===== config.mk =====
export PLATFORM = sky130hd
export DESIGN_NAME = pva_outq
export DESIGN_NICKNAME = d
export VERILOG_FILES = /design/src/pva_pkg.sv /design/src/pva_outq.sv
export SDC_FILE = /design/constraint.sdc
export NUM_CORES = 1
export LEC_CHECK = 0
export BUFFER_PORTS_ARGS = -buffer_cell sky130_fd_sc_hd__buf_4
export CELL_PAD_IN_SITES_DETAIL_PLACEMENT = 0
export CELL_PAD_IN_SITES_GLOBAL_PLACEMENT = 2
export CORE_ASPECT_RATIO = 0.7
export CORE_MARGIN = 2
export CORE_UTILIZATION = 41
export CTS_CLUSTER_SIZE = 28
export DETAILED_ROUTE_END_ITERATION = 6
export PLACE_DENSITY = 0.84
export SLEW_MARGIN = 10
export SYNTH_ARGS = -nofsm -noshare
export SYNTH_HDL_FRONTEND = slang
export SYNTH_SLANG_ARGS = --single-unit

===== constraint.sdc =====
create_clock -name clk -period 5.9 [get_ports clk]
set_input_delay 0.59 -clock clk [delete_from_list [all_inputs] [get_ports clk]]
set_output_delay 0.59 -clock clk [all_outputs]
set_load 0.02 [all_outputs]

===== src/pva_pkg.sv =====
// Shared types, constants and tables for the phase vocoder analysis block.
// Used by every module in src; depends on nothing.
`default_nettype none
package pva_pkg;

  localparam int MAX_HALF_SIZE = 512;
  localparam int MEM_DEPTH     = MAX_HALF_SIZE + 1;
  localparam int MEM_AW        = $clog2(MEM_DEPTH);

  localparam int SAMP_W = 24;
  localparam int BIN_W  = 10;
  localparam int MAG_W  = 24;
  localparam int FREQ_W = 32;
  localparam int CFG_W  = 32;
  localparam int PH_W   = 16;
  localparam int CX_W   = 36;   // cordic x/y after the x256 prescale plus gain
  localparam int SQ_W   = 48;   // radicand re^2 + im^2
  localparam int REM_W  = 27;

  localparam int CORDIC_STEPS = 15;
  localparam int SQ_STEPS     = MAG_W;

  // pipeline register sets of the back end
  localparam int NSTAGE = 2 + SQ_STEPS;
  localparam int PH_RD  = 1 + CORDIC_STEPS;  // phase formed, memory read data lands
  localparam int PH_WR  = PH_RD + 1;         // phase advance, memory write
  localparam int MUL_ST = PH_WR + 1;
  localparam int FRQ_ST = MUL_ST + 1;

  localparam int QDEPTH = 4;
  localparam int QAW    = $clog2(QDEPTH);
  localparam int QCW    = QAW + 1;

  localparam logic [1:0] CFG_HALF_SIZE   = 2'd0;
  localparam logic [1:0] CFG_BIN_SPACING = 2'd1;
  localparam logic [1:0] CFG_ANGLE_TO_HZ = 2'd2;

  localparam logic [BIN_W-1:0] HALF_SIZE_RST   = BIN_W'(512);
  localparam logic [CFG_W-1:0] BIN_SPACING_RST = 32'd2822400;
  localparam logic [CFG_W-1:0] ANGLE_TO_HZ_RST = 32'd11289600;

  typedef struct packed {
    logic [BIN_W-1:0] half_size;
    logic [CFG_W-1:0] bin_spacing_hz;
    logic [CFG_W-1:0] angle_to_hz;
  } pva_cfg_t;

  typedef struct packed {
    logic [SAMP_W-1:0] re;
    logic [SAMP_W-1:0] im;    // already zeroed at DC and Nyquist
    logic [BIN_W-1:0]  bin;
    logic              last;
    logic              nz;    // vector is not zero
  } pva_item_t;

  typedef struct packed {
    logic [MAG_W-1:0]  mag;
    logic [FREQ_W-1:0] freq;
    logic [BIN_W-1:0]  bin;
    logic              last;
  } pva_result_t;

  typedef struct packed {
    logic [BIN_W-1:0]  bin;
    logic              last;
    logic              nz;
    logic              inmem;
    logic [CX_W-1:0]   x;
    logic [CX_W-1:0]   y;
    logic [PH_W-1:0]   z;
    logic [SQ_W-2:0]   sq_a;
    logic [SQ_W-2:0]   sq_b;
    logic [SQ_W-1:0]   v;
    logic [REM_W-1:0]  rem;
    logic [MAG_W-1:0]  q;
    logic [PH_W-1:0]   phase;
    logic [PH_W-1:0]   diff;
    logic [PH_W+CFG_W:0] pa;
    logic [BIN_W+CFG_W-1:0] pb;
    logic [FREQ_W-1:0] freq;
  } pva_stage_t;

  // round(atan(2^-i) * 65536 / (2*pi))
  function automatic logic [PH_W-1:0] atan_unit(input logic [3:0] i);
    logic [PH_W-1:0] r;
    case (i)
      4'd0:    r = 16'd8192;
      4'd1:    r = 16'd4836;
      4'd2:    r = 16'd2555;
      4'd3:    r = 16'd1297;
      4'd4:    r = 16'd651;
      4'd5:    r = 16'd326;
      4'd6:    r = 16'd163;
      4'd7:    r = 16'd81;
      4'd8:    r = 16'd41;
      4'd9:    r = 16'd20;
      4'd10:   r = 16'd10;
      4'd11:   r = 16'd5;
      4'd12:   r = 16'd3;
      default: r = 16'd1;
    endcase
    return r;
  endfunction

endpackage
`default_nettype wire


===== src/pva_outq.sv =====
// Result queue between the back end and the output port.
// Depends on pva_pkg.
`default_nettype none
module pva_outq import pva_pkg::*; (
  input  logic        clk,
  input  logic        rst_n,
  input  logic        push,
  input  pva_result_t din,
  output logic        room,
  output logic        empty,
  input  logic        pop,
  output pva_result_t dout
);

  pva_result_t    q_r [QDEPTH];
  logic [QAW-1:0] wp_r, rp_r;
  logic [QCW-1:0] cnt_r;
  logic           do_pop;

  assign room   = (cnt_r != QCW'(QDEPTH));
  assign empty  = (cnt_r == '0);
  assign do_pop = pop && !empty;
  assign dout   = q_r[rp_r];

  always_ff @(posedge clk) begin
    if (!rst_n) begin
      wp_r  <= '0;
      rp_r  <= '0;
      cnt_r <= '0;
    end else begin
      if (push)   wp_r <= wp_r + QAW'(1);
      if (do_pop) rp_r <= rp_r + QAW'(1);
      if (push && !do_pop)      cnt_r <= cnt_r + QCW'(1);
      else if (do_pop && !push) cnt_r <= cnt_r - QCW'(1);
    end
  end

  always_ff @(posedge clk) begin
    if (push) q_r[wp_r] <= din;
  end

endmodule
`default_nettype wire


==> key figures <==
Synth
  • Post-synthesis cell type count: 24
  • Syn_area_per_cell: 25.8 um2
  • Syn_nets: 471
  • Largest family of logic cells by synthesized area: multiplexers
  • Seq cells post-synth: 277
  • Post-Synthesis Cells: 394
  • Compound-Gate Fraction of Synth Area: 0.283%
  • Cell Area, Synth: 10,200 um2
  • YS warnings: 0
  • Mux cell area share after synthesis: 15.1%
  • Post-synthesis adder-cell area fraction: 0.813%
  • Sequential-to-total area share from yosys stat: 81.0%
  • Xor and xnor fraction of the mapped netlist area: 0.431%
  • Simple-gate share of the synthesized area: 0.862%

Power and ir drop
  • Sw Share: 26.5%
  • Clk pwr share: 31.5%
  • Gate power share: 22.2%
  • Switching pwr: 1390 uW
  • Max VDD drop: 0.266 mV
  • LEAKAGE: 0.00411 uW
  • Int Pwr: 3860 uW
  • PwrDens: 426 nW/um2
  • Flop pwr share: 46.3%

Setup path
  • Worst path max stage delay: 970 ps
  • Worst setup path category: register to output pin
  • Crit path required time: 5310 ps
  • Crit-path most repeated cell: buf_4
  • Worst path slowest cell: dfxtp_4
  • Worst Path Max Fanout: 44
  • CP Data Arrival Time: 2820 ps
  • Crit path max-delay family: flip-flops
  • Critical path endpoint category: output pin
  • Worst path cell trace: buf_4, mux4_2, buf_4
  • Buf+Inv Stages, Crit Path: 2
  • Startpoint Class: register

Route
  • Initial DRC Count: 398
  • Router iterations before antenna repair: 4
  • WL/cell: 20.7 um
  • Via density per instance: 5.04
  • Total number of vias: 4,495
  • # DRC: 0
  • Detailed-route wire length: 18,400 um
  • Routed Antenna Nets: 0

Outcome
  • Status: completed

STA
  • RSZ-0062 raised after global routing: false
  • Clk_skew: 7.11 ps
  • Fin crit share: 57.8%
  • Post-route setup TNS: 0 ps
  • Worst Tran Pin Value: 1080 ps
  • Max-slew violations: 0
  • Min Tclk post-route: 3410 ps
  • Relative slew slack: 28.0%
  • Final setup violation count: 0
  • Fmax: 293 MHz
  • Final Hold Viols: 0

Clocking
  • Clk sinks: 277
  • Hold-fix buffers, CTS: 0
  • Post-cts sizing count: 0
  • Root Driver: clkbuf_16
  • CTS tree: yes
  • Number of buffers created by CTS: 27
  • Postcts setup bufs: 0
  • Worst-Skew Late Latency: 520 ps
  • Clock-pin slew on the worst setup and hold paths: 60 ps
  • CTS max path bufs: 3
  • H-tree Lvls: 1

Floorplanning
  • Core ar.: 24,500 um2
  • Die Footprint: 26,100 um2
  • Row count: 48
  • Die height: 136 um
  • Starting density of the core: 41.4%
  • Chip width: 192 um
  • Ports: 140

Layout
  • # diodes: 0
  • Most frequent cells in the layout: edfxtp_1 (268), buf_4 (140), mux4_2 (67)
  • Fin util: 50.3%
  • Layout cells sized above 1: 44.3%
  • Most common cell after layout, fill and taps aside: edfxtp_1
  • Layout fillers: 1,947
  • Layout area overhead: 21.5%
  • Layout net count: 625

GRT
  • Pin count of the biggest net entering global routing: 68
  • Total track usage: 14.3%
  • First-pass GRT wire length: 27,900 um
  • Number of global-route vias before repair: 4,812
  • Grt ovf: 0
  • Initial antenna violation count: 1

Placement
  • PortBufs: 139
  • Post-DP HPWL: 10,700 um
  • Routability cong.: 0.751

Run
  • Max_cap viols: 0

Min path
  • Worst Hold Class: input pin to register
## through the flow
stage / power (uW) / setup slack [ps] / instances / hold WS (ps) / instance area [um2]
after floorplan: 3250 / 3300 / 394 / 499 / 10200
after global placement: 3630 / 3020 / 844 / 527 / 11500
after detailed placement: 3660 / 2940 / 844 / 566 / 11500
after CTS: 5330 / 2350 / 891 / 243 / 12300
after global routing: 5480 / 2240 / 891 / 243 / 12300
final: 5250 / 2490 / 891 / 269 / 12300
## power groups by stage
stage               clock network, uW  registers [uW]  logic [uW]
finish                           1650            2430        1170
global route                     1780            2460        1230
CTS                              1700            2450        1190
detailed placement                  0            2490        1180
global placement                    0            2480        1160
floorplan                           0            2340         912
## path summary, 6_finish.rpt
kind | start | end | slack, ps | cells past startpoint
min reg2reg | cnt_r[2] | cnt_r[2] | 570 | 2
min | din[12] | q_r[1][12] | 270 | 1
max | register | dout[23] | 2490 | 3
max reg2reg | cnt_r[1] | cnt_r[2] | 3710 | 7
## cell type report
type	count	area [um2]	area share, %
clock buffers	32	694	5.63
clock inverters	15	155	1.26
inverters	3	11.3	0.0913
multi-input cells	99	1780	14.4
flip-flops and latches	277	8240	66.8
well taps	325	407	3.30
repair buffers	140	1050	8.52
## registers in the layout, summed over array words and instances (netlist names), named ones only
signal / cells
cnt_r: 3
rp_r: 2
wp_r: 2
q_r: 268
## cells in the mapped netlist, drive strengths merged
library cell  number  area (um2)
a21boi             1        7.51
and2               9        56.3
buf               15         145
dfxtp              9         180
edfxtp           268        8050
fa                 1        20.0
ha                 5        62.6
inv                3        11.3
mux2i              2        20.0
mux4              67        1510
nand2              1        3.75
nor2               1        3.75
nor2b              2        12.5
nor3               1        5.00
o21ai              1        5.00
o311ai             1        8.76
o31ai              1        7.51
or3                1        6.26
xnor2              3        26.3
xor2               2        17.5
## logic make-up after synthesis
kind of cell	count (synthesis)
multiplexers	69
XOR/XNOR	5
AND/OR/NAND/NOR	15
flip-flops	277
adder cells (fa/ha/maj)	6
AO/OA/AOI/OAI	4
buffers and inverters	18
## metal layers
layer | track usage (%) | vias up | part of all wire [%]
li1 | - | 1989 | -
met1 | 20.5 | 2287 | 44
met2 | 21.8 | 183 | 44
met3 | 4.45 | 34 | 9.1
met4 | 3.14 | 2 | 2.1
met5 | 0 | - | 0.087
No activity file was read; power rests on OpenSTA's default activity.
