<file path="src/pva_pkg.sv">
// Shared types, constants and tables for the phase vocoder analysis block.
// Used by every module in src; depends on nothing.
`default_nettype none
package pva_pkg;

  localparam int MAX_HALF_SIZE = 512;
  localparam int MEM_DEPTH     = MAX_HALF_SIZE + 1;
  localparam int MEM_AW        = $clog2(MEM_DEPTH);

  localparam int SAMP_W = 24;
  localparam int BIN_W  = 10;
  localparam int MAG_W  = 24;
  localparam int FREQ_W = 32;
  localparam int CFG_W  = 32;
  localparam int PH_W   = 16;
  localparam int CX_W   = 36;   // cordic x/y after the x256 prescale plus gain
  localparam int SQ_W   = 48;   // radicand re^2 + im^2
  localparam int REM_W  = 27;

  localparam int CORDIC_STEPS = 15;
  localparam int SQ_STEPS     = MAG_W;

  // pipeline register sets of the back end
  localparam int NSTAGE = 2 + SQ_STEPS;
  localparam int PH_RD  = 1 + CORDIC_STEPS;  // phase formed, memory read data lands
  localparam int PH_WR  = PH_RD + 1;         // phase advance, memory write
  localparam int MUL_ST = PH_WR + 1;
  localparam int FRQ_ST = MUL_ST + 1;

  localparam int QDEPTH = 4;
  localparam int QAW    = $clog2(QDEPTH);
  localparam int QCW    = QAW + 1;

  localparam logic [1:0] CFG_HALF_SIZE   = 2'd0;
  localparam logic [1:0] CFG_BIN_SPACING = 2'd1;
  localparam logic [1:0] CFG_ANGLE_TO_HZ = 2'd2;

  localparam logic [BIN_W-1:0] HALF_SIZE_RST   = BIN_W'(512);
  localparam logic [CFG_W-1:0] BIN_SPACING_RST = 32'd2822400;
  localparam logic [CFG_W-1:0] ANGLE_TO_HZ_RST = 32'd11289600;

  typedef struct packed {
    logic [BIN_W-1:0] half_size;
    logic [CFG_W-1:0] bin_spacing_hz;
    logic [CFG_W-1:0] angle_to_hz;
  } pva_cfg_t;

  typedef struct packed {
    logic [SAMP_W-1:0] re;
    logic [SAMP_W-1:0] im;    // already zeroed at DC and Nyquist
    logic [BIN_W-1:0]  bin;
    logic              last;
    logic              nz;    // vector is not zero
  } pva_item_t;

  typedef struct packed {
    logic [MAG_W-1:0]  mag;
    logic [FREQ_W-1:0] freq;
    logic [BIN_W-1:0]  bin;
    logic              last;
  } pva_result_t;

  typedef struct packed {
    logic [BIN_W-1:0]  bin;
    logic              last;
    logic              nz;
    logic              inmem;
    logic [CX_W-1:0]   x;
    logic [CX_W-1:0]   y;
    logic [PH_W-1:0]   z;
    logic [SQ_W-2:0]   sq_a;
    logic [SQ_W-2:0]   sq_b;
    logic [SQ_W-1:0]   v;
    logic [REM_W-1:0]  rem;
    logic [MAG_W-1:0]  q;
    logic [PH_W-1:0]   phase;
    logic [PH_W-1:0]   diff;
    logic [PH_W+CFG_W:0] pa;
    logic [BIN_W+CFG_W-1:0] pb;
    logic [FREQ_W-1:0] freq;
  } pva_stage_t;

  // round(atan(2^-i) * 65536 / (2*pi))
  function automatic logic [PH_W-1:0] atan_unit(input logic [3:0] i);
    logic [PH_W-1:0] r;
    case (i)
      4'd0:    r = 16'd8192;
      4'd1:    r = 16'd4836;
      4'd2:    r = 16'd2555;
      4'd3:    r = 16'd1297;
      4'd4:    r = 16'd651;
      4'd5:    r = 16'd326;
      4'd6:    r = 16'd163;
      4'd7:    r = 16'd81;
      4'd8:    r = 16'd41;
      4'd9:    r = 16'd20;
      4'd10:   r = 16'd10;
      4'd11:   r = 16'd5;
      4'd12:   r = 16'd3;
      default: r = 16'd1;
    endcase
    return r;
  endfunction

endpackage
`default_nettype wire

</file>
<file path="src/pva_front.sv">
// Front end: classifies incoming bins (DC/Nyquist masking, last flag) and
// queues them for the back end. Depends on pva_pkg.
`default_nettype none
module pva_front import pva_pkg::*; (
  input  logic              clk,
  input  logic              rst_n,
  input  logic              push,
  output logic              full,
  input  logic [SAMP_W-1:0] real_part,
  input  logic [SAMP_W-1:0] imag_part,
  input  logic [BIN_W-1:0]  bin_index,
  input  logic [BIN_W-1:0]  half_size,
  input  logic              clr_busy,
  output logic              item_vld,
  output pva_item_t         item,
  input  logic              item_pop
);

  pva_item_t        q_r [QDEPTH];
  logic [QAW-1:0]   wp_r, rp_r;
  logic [QCW-1:0]   cnt_r;
  pva_item_t        cls;
  logic             is_last, do_push, do_pop;

  always_comb begin
    is_last  = (bin_index == half_size);
    cls.re   = real_part;
    cls.im   = (bin_index == '0 || is_last) ? '0 : imag_part;
    cls.bin  = bin_index;
    cls.last = is_last;
    cls.nz   = (real_part != '0) || (cls.im != '0);
  end

  assign full     = (cnt_r == QCW'(QDEPTH)) || clr_busy;
  assign do_push  = push && !full;
  assign item_vld = (cnt_r != '0);
  assign do_pop   = item_pop && item_vld;
  assign item     = q_r[rp_r];

  always_ff @(posedge clk) begin
    if (!rst_n) begin
      wp_r  <= '0;
      rp_r  <= '0;
      cnt_r <= '0;
    end else begin
      if (do_push) wp_r <= wp_r + QAW'(1);
      if (do_pop)  rp_r <= rp_r + QAW'(1);
      if (do_push && !do_pop)      cnt_r <= cnt_r + QCW'(1);
      else if (do_pop && !do_push) cnt_r <= cnt_r - QCW'(1);
    end
  end

  always_ff @(posedge clk) begin
    if (do_push) q_r[wp_r] <= cls;
  end

endmodule
`default_nettype wire

</file>
<file path="config.mk">
export PLATFORM = sky130hd
export DESIGN_NAME = pva_front
export DESIGN_NICKNAME = d
export VERILOG_FILES = /design/src/pva_pkg.sv /design/src/pva_front.sv
export SDC_FILE = /design/constraint.sdc
export NUM_CORES = 1
export LEC_CHECK = 0
export BUFFER_PORTS_ARGS = -buffer_cell sky130_fd_sc_hd__buf_4
export CORE_ASPECT_RATIO = 0.75
export CORE_UTILIZATION = 50
export DETAILED_ROUTE_END_ITERATION = 12
export PLACE_DENSITY_LB_ADDON = 0.2
export RECOVER_POWER = 100
export SLEW_MARGIN = 20
export SYNTH_ARGS = -nofsm -noshare
export SYNTH_HDL_FRONTEND = slang
export SYNTH_SLANG_ARGS = --single-unit
</file>
<file path="constraint.sdc">
create_clock -name clk -period 8.9 [get_ports clk]
set_clock_uncertainty 0.2 [all_clocks]
set_input_delay 1.78 -clock clk [delete_from_list [all_inputs] [get_ports clk]]
set_output_delay 1.78 -clock clk [all_outputs]
set_load 0.03 [all_outputs]
</file>
==> results of run 1 <==
-- power breakdown --
| group | switching [W] | leakage [nW] | internal (W) | total (W) |
|---|---|---|---|---|
| sequential | 0.0000314 | 2.25 | 0.00136 | 0.00139 |
| combinational | 0.000496 | 0.906 | 0.000314 | 0.000810 |
| clock | 0.000410 | 0.388 | 0.000576 | 0.000985 |
| total | 0.000937 | 3.54 | 0.00225 | 0.00318 |
-- layout make-up --
type,count,share of cell area [%]
well taps,247,2.74
flip-flops and latches,249,65.5
repair buffers,142,6.52
inverters,4,0.133
clock inverters,10,0.676
multi-input cells,152,18.3
clock buffers,34,6.20
-- state kept, by name (all words and copies together), names as in the netlist, named ones only --
signal,cells
q_r,240
cnt_r,3
rp_r,2
wp_r,2
-- stage by stage --
step / power [W] / cell area [um2] / hold WS, ns / utilization [%] / std cells
after CTS: 0.00330 / 11600 / 0.348 / 62.5 / 838
after floorplan: 0.00201 / 9570 / 0.297 / - / 423
after detailed placement: 0.00231 / 10900 / 0.339 / 58.4 / 794
final: 0.00318 / 11300 / 0.338 / 60.6 / 838
after global placement: 0.00230 / 10900 / 0.322 / 58.4 / 794
after global routing: 0.00331 / 11300 / 0.395 / 60.6 / 838
-- worst max-delay path: cells and delay by family (launching register included) --
kind / cells / cell delay, ns
flops: 1 / 0.59
mux: 1 / 0.61
buf+inv: 2 / 2.81
-- placed cells by master (no fill, tap or decap), types with 6 or more instances in the layout --
cell type / count
nor3b_1: 24
dfxtp_1: 9
clkbuf_16: 25
xnor2_1: 12
mux4_2: 60
buf_4: 51
edfxtp_1: 240
clkbuf_1: 94
nor4_1: 13
clkinv_2: 6
-- cells by family (layout without fill, tap and decap cells) --
| family | count (synthesis) | in the layout | share of synthesized area, % |
|---|---|---|---|
| AO/OA/AOI/OAI | 5 | 5 | 0.419 |
| flip-flops | 249 | 249 | 77.2 |
| buffers and inverters | 22 | 190 | 1.12 |
| adder cells (fa/ha/maj) | 6 | 6 | 0.863 |
| AND/OR/NAND/NOR | 64 | 64 | 4.67 |
| XOR/XNOR | 15 | 15 | 1.37 |
| multiplexers | 62 | 62 | 14.3 |
-- path summary, 6_finish.rpt --
| path | startpoint | endpoint |
|---|---|---|
| worst min-delay path | cnt_r[2] | cnt_r[2] |
| worst min register to register | cnt_r[2] | cnt_r[2] |
| worst max register to register | cnt_r[0] | q_r[1][30] |
| worst max-delay path | register | item[58] |
-- routing by layer --
layer,up-vias,part of all wire [%],wire length [um],GRT usage (%)
li1,2089,-,-,-
met1,2432,45,8170,27.9
met2,158,47,8600,29.8
met3,25,5.9,1070,3.78
met4,0,1.9,342,4.78
met5,-,0,0,0
==> results.json, run 1 <==
{
  "post-place-ws_ns": 4.66,
  "yosysSeqAreaShare_pct": 77.2,
  "ctsResizeCount": 0,
  "arrival_ns": 4.54,
  "hold_buffers": 0,
  "crit_chain": "clkbuf_1, mux4_2, clkbuf_1",
  "drive_gt1_share_pct": 26.4,
  "start_util_pct": 51.4,
  "cts_tree": "yes",
  "syn_area_um2": 9570,
  "clock_sink_count": 249,
  "crit_top_cell": "clkbuf_1",
  "peakVddDrop_mv": 0.153,
  "ff2ff_path_depth": 4,
  "synthDistinctLibCells": 31,
  "ys_ff_latch": 249,
  "area_growth_pct": 17.9,
  "multi_input_area_um2": 2060,
  "fill_cells": 1436,
  "drt-vias-per-instance": 5.61,
  "setup_viol": 0,
  "yosys-top-cells-count": "edfxtp_1 (240), mux4_2 (60), nor3b_1 (23)",
  "rsz0062_at_grt": "false",
  "drv_cap": 5,
  "finalCriticalPeriod_ns": 6.52,
  "die_w_um": 162,
  "r2r_slack_ns": 3.91,
  "avgSynthCellArea_um2": 22.6,
  "status": "finished, violations left",
  "diodes": 0,
  "max_freq_ghz": 0.153,
  "hold_depth": 2,
  "drt-initial-drc-count": 248,
  "clk_latency_ns": 0.50,
  "leakage_nw": 3.54,
  "clk_pin_slew_ns": 0.06,
  "core_um2": 18600,
  "setup_ws_ns": 2.38,
  "die_h_um": 122,
  "final.setup.tns_ns": 0,
  "grt_pass1_vias": 4940,
  "die-area_um2": 19700,
  "h-tree-depth": 1,
  "finalHoldViolations": 0,
  "vias": 4704,
  "failed_checks": "max-capacitance violations, max-slew violations",
  "drt_wl_total_mm": 18.2,
  "ant_nets": 0,
  "p_per_area_nw_per_um2": 282,
  "fin_nets": 652,
  "pin_count": 135,
  "gp_congestion": 0.710,
  "yosys.area.top_type": "edfxtp_1",
  "max_slew.worst_pin.slew_ns": 3.92,
  "slew_violations": 297,
  "synthFlopType": "edfxtp_1",
  "drc_errors": 0,
  "cpPeakStageDelay_ns": 2.42,
  "regArea_um2": 7390,
  "slowest_stage": "clkbuf_1",
  "clockBufferDepth": 3,
  "rows": 43,
  "endpoint_kind": "output port",
  "holdCritPathClass": "reg2reg",
  "synth_edf_count": 240,
  "crit_type": "reg2out",
  "yosysMostFrequentCell": "edfxtp_1",
  "synth_nets": 502,
  "wl_per_cell_um": 21.7,
  "synth_top_area_share_pct": 75.3,
  "numCtsBuffers": 24,
  "async_flop_share_pct": 0,
  "root_buffer": "clkbuf_16",
  "grt_usage_pct": 19.1,
  "startpoint_type": "register",
  "synth_area_leaders": "edfxtp_1 (75%), mux4_2 (14%), dfxtp_1 (1.9%)",
  "ys_warn_count": 0,
  "crit_required_ns": 6.92,
  "post_cts_buffers": 0,
  "gr-total-overflow": 0,
  "antenna_found_initial": 0,
  "crit_fanout": 52,
  "syn-instance-count": 423,
  "relSlewSlack_pct": -161,
  "fin_crit_sh_pct": 73.2,
  "dp_hpwl_mm": 10.3,
  "dr.pass1.iters": 4,
  "grt_max_degree": 61,
  "port_buffers": 134,
  "grt_pass1_wl_mm": 27.9
}
No activity file was read; power rests on OpenSTA's default activity.
==> inputs of run 2 (changes only) <==
==> constraint.sdc (replaced) <==
create_clock -name clk -period 6.1 [get_ports clk]
set_clock_uncertainty 0.2 [all_clocks]
set_input_delay 1.22 -clock clk [delete_from_list [all_inputs] [get_ports clk]]
set_output_delay 1.22 -clock clk [all_outputs]
set_load 0.03 [all_outputs]
==> run 2 against run 1 <==
The run still ends with max-capacitance violations, max-slew violations left. Flip-flop and latch count stayed put. Power is 46% higher. Sequential power is 50% higher. Hold slack better by 0.0033 ns.
==> results.json, run 2 (same netlist as run 1, synthesis figures left out) <==
{
  "largest-register": "q_r",
  "slowest_stage": "and2_0",
  "wl_met3_mm": 1.20,
  "clk_pin_slew_ns": 0.06,
  "crit_required_ns": 6.05,
  "clockBufferDepth": 3,
  "die-area_um2": 19700,
  "dr_wl_met2_mm": 8.48,
  "holdCritPathClass": "reg2reg",
  "diodes": 0,
  "cpPeakStageDelay_ns": 2.07,
  "vias": 4667,
  "reg_top3": "q_r x240, cnt_r x3",
  "switchingPower_w": 0.00134,
  "clock_sink_count": 249,
  "fin_util_pct": 60.5,
  "wl_per_cell_um": 21.7,
  "crit_type": "in2reg",
  "drc_errors": 0,
  "start_util_pct": 51.4,
  "highest_layer": "met4",
  "fin_crit_sh_pct": 78.4,
  "relSlewSlack_pct": -79.8,
  "max_freq_ghz": 0.209,
  "leakage_nw": 3.51,
  "slew_violations": 165,
  "p_sw_share_pct": 28.9,
  "finalCriticalPeriod_ns": 4.78,
  "numCtsBuffers": 23,
  "endpoint_kind": "register",
  "drt-initial-drc-count": 380,
  "rows": 43,
  "status": "finished, violations left",
  "placed_cells": 794,
  "final.setup.tns_ns": 0,
  "dp_hpwl_mm": 11.3,
  "rsz0062_at_grt": "false",
  "grt_max_degree": 41,
  "port_buffers": 134,
  "cts_tree": "yes",
  "grt_pass1_wl_mm": 27.6,
  "clk_latency_ns": 0.49,
  "drt_wl_total_mm": 18.1,
  "p_clk_share_pct": 31.8,
  "core_um2": 18600,
  "crit_fanout": 34,
  "fin_nets": 651,
  "antenna_found_initial": 0,
  "ant_nets": 0,
  "pin_count": 135,
  "p_per_area_nw_per_um2": 413,
  "area_growth_pct": 17.7,
  "startpoint_type": "input pin",
  "crit_chain": "clkbuf_4, inv_1, a211oi_1, and2_0, buf_4",
  "drt-vias-per-instance": 5.59,
  "drive_gt1_share_pct": 24.0,
  "hold_ws_ns": 0.341,
  "die_h_um": 122,
  "p_total_w": 0.00465,
  "largest_reg_flops": 240,
  "post_cts_buffers": 0,
  "fin_cells": 835,
  "finalHoldViolations": 0,
  "hold_buffers": 0,
  "grt_pass1_vias": 4857,
  "arrival_ns": 4.73,
  "most-common-layout-cells": "edfxtp_1 (240), clkbuf_1 (103), mux4_2 (60), buf_4 (45), nor3b_1 (24)",
  "setup_viol": 0,
  "m1WireLength_mm": 8.19,
  "root_buffer": "clkbuf_16",
  "gp_congestion": 0.761,
  "dr.pass1.iters": 6,
  "ctsResizeCount": 0,
  "failed_checks": "max-capacitance violations, max-slew violations",
  "final_common_cell": "edfxtp_1",
  "max_slew.worst_pin.slew_ns": 2.70,
  "pwr-share-comb_pct": 23.4,
  "p_seq_share_pct": 44.8,
  "drv_cap": 5,
  "peakVddDrop_mv": 0.199,
  "fill_cells": 1406,
  "p_int_w": 0.00330,
  "grt_usage_pct": 18.9,
  "die_w_um": 162,
  "h-tree-depth": 1,
  "gr-total-overflow": 0
}
==> run 2: changes by cell type in the layout (fill, tap and decap cells not counted), moves of 2 or more <==
cell	change
buf_4	-6
and2_2	-4
clkbuf_8	-4
clkbuf_16	-2
clkbuf_1	+9
bufinv_16	+4
and2_0	+5
clkinv_2	-3
==> run 2: routing by layer <==
| metal | global-route usage, % | vias up |
|---|---|---|
| li1 | - | 2076 |
| met3 | 3.27 | 19 |
| met2 | 29.8 | 172 |
| met4 | 3.66 | 0 |
| met1 | 28.4 | 2400 |
| met5 | 0 | - |
==> run 2: area by class of cell <==
| cell class | instances | area [um2] | share of cell area [%] |
|---|---|---|---|
| clock inverter | 10 | 173 | 1.53 |
| multi-input combinational | 152 | 2060 | 18.3 |
| timing repair buffer | 142 | 707 | 6.28 |
| inverter | 4 | 15.0 | 0.133 |
| sequential | 249 | 7390 | 65.7 |
| tap | 247 | 309 | 2.75 |
| clock buffer | 31 | 606 | 5.38 |
==> run 2: stage by stage <==
stage | area (um2) | setup WS [ns]
after floorplan | 9570 | 2.36
after global placement | 10900 | 2.36
after detailed placement | 10900 | 2.30
after CTS | 11600 | 1.86
after global routing | 11300 | 1.04
final | 11300 | 1.32
==> run 2: worst max-delay path: cells and delay by family <==
family	cells	cell delay (ns)
buffers and inverters	3	0.75
and+or+nand+nor	1	2.07
AOI/OAI and AO/OA	1	0.68
==> run 2: final timing paths <==
path	startpoint	endpoint	slack, ns	cells after the start
worst max-delay path	push	q_r[2][33]	1.32	5
worst min-delay path	cnt_r[2]	cnt_r[2]	0.34	2
worst max register to register	cnt_r[0]	q_r[2][33]	1.64	4
worst min register to register	cnt_r[2]	cnt_r[2]	0.34	2
==> run 2: power groups by stage <==
stage	clock network [W]	logic, W	registers [W]
floorplan	0	0.000908	0.00203
global placement	0	0.00124	0.00212
detailed placement	0	0.00125	0.00213
CTS	0.00151	0.00125	0.00209
global route	0.00157	0.00115	0.00211
finish	0.00148	0.00109	0.00208
==> inputs of run 3 (changes only) <==
==> constraint.sdc (replaced) <==
create_clock -name clk -period 4.4 [get_ports clk]
set_clock_uncertainty 0.2 [all_clocks]
set_input_delay 0.88 -clock clk [delete_from_list [all_inputs] [get_ports clk]]
set_output_delay 0.88 -clock clk [all_outputs]
set_load 0.03 [all_outputs]
==> run 3 against run 2 <==
The run still ends with max-capacitance violations, max-slew violations left. Combinational power increased by 44%. Sequential power increased by 37%. Cell area increased by 0.27%. Global-route usage increased by 0.44 points. First-iteration DRC count decreased by 24%. Die area unchanged. Sequential share of layout area decreased by 0.19 points. Critical path type is now reg2out. Largest power group unchanged.
==> results.json, run 3 (same netlist as run 1, synthesis figures left out) <==
{
  "root_buffer": "clkbuf_16",
  "die_h_um": 122,
  "stdcell_area_um2": 11300,
  "startpoint_type": "register",
  "clk_latency_ns": 0.50,
  "clockBufferDepth": 3,
  "ctsResizeCount": 0,
  "ff2ff_path_depth": 4,
  "r2r_slack_ns": 0.84,
  "fin_nets": 653,
  "dp_hpwl_mm": 11.3,
  "rows": 43,
  "hold_start": "wp_r[1]",
  "post-place-ws_ns": 1.20,
  "final.setup.tns_ns": 0,
  "numCtsBuffers": 24,
  "drt_wl_total_mm": 18.4,
  "dr.pass1.iters": 4,
  "endpoint_kind": "output port",
  "arrival_ns": 2.69,
  "peakVddDrop_mv": 0.287,
  "relSlewSlack_pct": -19.6,
  "setup_viol": 0,
  "crit_fanout": 35,
  "drv_cap": 2,
  "crit_required_ns": 3.32,
  "die_w_um": 162,
  "fin_crit_sh_pct": 85.6,
  "slowest_stage": "dfxtp_2",
  "core_um2": 18600,
  "gp_congestion": 0.768,
  "area_growth_pct": 18.0,
  "timing.rr.end": "q_r[1][2]",
  "largest-register": "q_r",
  "drt-vias-per-instance": 5.62,
  "worstReg2RegStart": "cnt_r[0]",
  "final_common_cell": "edfxtp_1",
  "status": "finished, violations left",
  "p_per_area_nw_per_um2": 565,
  "whs_endpoint": "wp_r[1]",
  "fin_util_pct": 60.6,
  "largest_reg_flops": 240,
  "grt_pass1_wl_mm": 28.3,
  "pin_count": 135,
  "vias": 4702,
  "setup_ws_ns": 0.635,
  "port_buffers": 134,
  "failed_checks": "max-capacitance violations, max-slew violations",
  "grt_usage_pct": 19.4,
  "clk_pin_slew_ns": 0.06,
  "rsz0062_at_grt": "false",
  "crit_type": "reg2out",
  "drt-initial-drc-count": 289,
  "die-area_um2": 19700,
  "leakage_nw": 3.51,
  "hold_buffers": 0,
  "p_total_w": 0.00638,
  "h-tree-depth": 1,
  "wl_per_cell_um": 22.0,
  "most-common-layout-cells": "edfxtp_1 (240), clkbuf_1 (102), mux4_2 (60), buf_4 (41), clkbuf_16 (25)",
  "finalCriticalPeriod_ns": 3.77,
  "cts_tree": "yes",
  "max_freq_ghz": 0.266,
  "clock_sink_count": 249,
  "cpPeakStageDelay_ns": 0.96,
  "ant_nets": 0,
  "finalHoldViolations": 0,
  "antenna_found_initial": 0,
  "drive_gt1_share_pct": 24.9,
  "diodes": 0,
  "holdCritPathClass": "reg2reg",
  "hold_depth": 2,
  "max_slew.worst_pin.slew_ns": 1.79,
  "post_cts_buffers": 0,
  "drc_errors": 0,
  "placed_cell_area_um2": 10900,
  "slew_violations": 90,
  "reg_top3": "q_r x240, cnt_r x3",
  "grt_pass1_vias": 4997,
  "grt_max_degree": 61,
  "start_util_pct": 51.4,
  "gr-total-overflow": 0,
  "crit_chain": "buf_12, mux4_2, clkbuf_1"
}
## run 3: cell count changes in the layout (fill, tap and decap cells not counted)
cell / delta
dfxtp_1: -1
and2_2: +2
buf_12: +4
clkbuf_16: +2
dfxtp_2: +2
and2_0: -2
bufinv_16: -3
clkbuf_1: -1
clkbuf_4: -1
buf_4: -4
clkinv_2: +3
clkinvlp_4: +2
dfxtp_4: -1
## run 3: worst max path at each step
stage                     depth (start not counted)  startpoint  slack, ns        end
after detailed placement                          5        push       1.20  q_r[1][8]
after global routing                              3    register       0.42   item[23]
after floorplan                                   3        push       1.00  q_r[0][0]
after global placement                            5        push       1.27  q_r[1][6]
final                                             3    register       0.63   item[19]
after CTS                                         3    register       0.87    item[0]
## run 3: worst max-delay path: cells and delay by family, from the launching register on
| family | cells | cell delay [ns] |
|---|---|---|
| buf+inv | 2 | 0.63 |
| mux | 1 | 0.55 |
| flops | 1 | 0.96 |
## run 3: final cells by class
| type | count | area [um2] |
|---|---|---|
| clock buffer | 30 | 644 |
| multi-input combinational | 152 | 2060 |
| fill | 1396 | 7330 |
| sequential | 249 | 7390 |
| clock inverter | 12 | 113 |
| tap | 247 | 309 |
| inverter | 4 | 15.0 |
| timing repair buffer | 143 | 757 |
## run 3: report_power, final
group          switching (W)  internal (W)  total (W)
sequential          0.000107       0.00274    0.00284
clock               0.000819       0.00115    0.00197
combinational       0.000970      0.000595    0.00157
total                0.00190       0.00448    0.00638
## run 3: metal layers
metal  track usage (%)  wire length [um]
met1              28.1              8180
met2              31.0              8930
met3              3.47               923
met4              4.83               370
met5                 0                 0
## run 3: per-stage QoR
| stage | std cells | hold slack (ns) |
|---|---|---|
| 5_1_grt | 837 | 0.400 |
| 3_3_place_gp | 795 | 0.314 |
| 4_1_cts | 837 | 0.372 |
| 6_report | 837 | 0.381 |
| 3_5_place_dp | 795 | 0.390 |
| 2_1_floorplan | 423 | 0.297 |
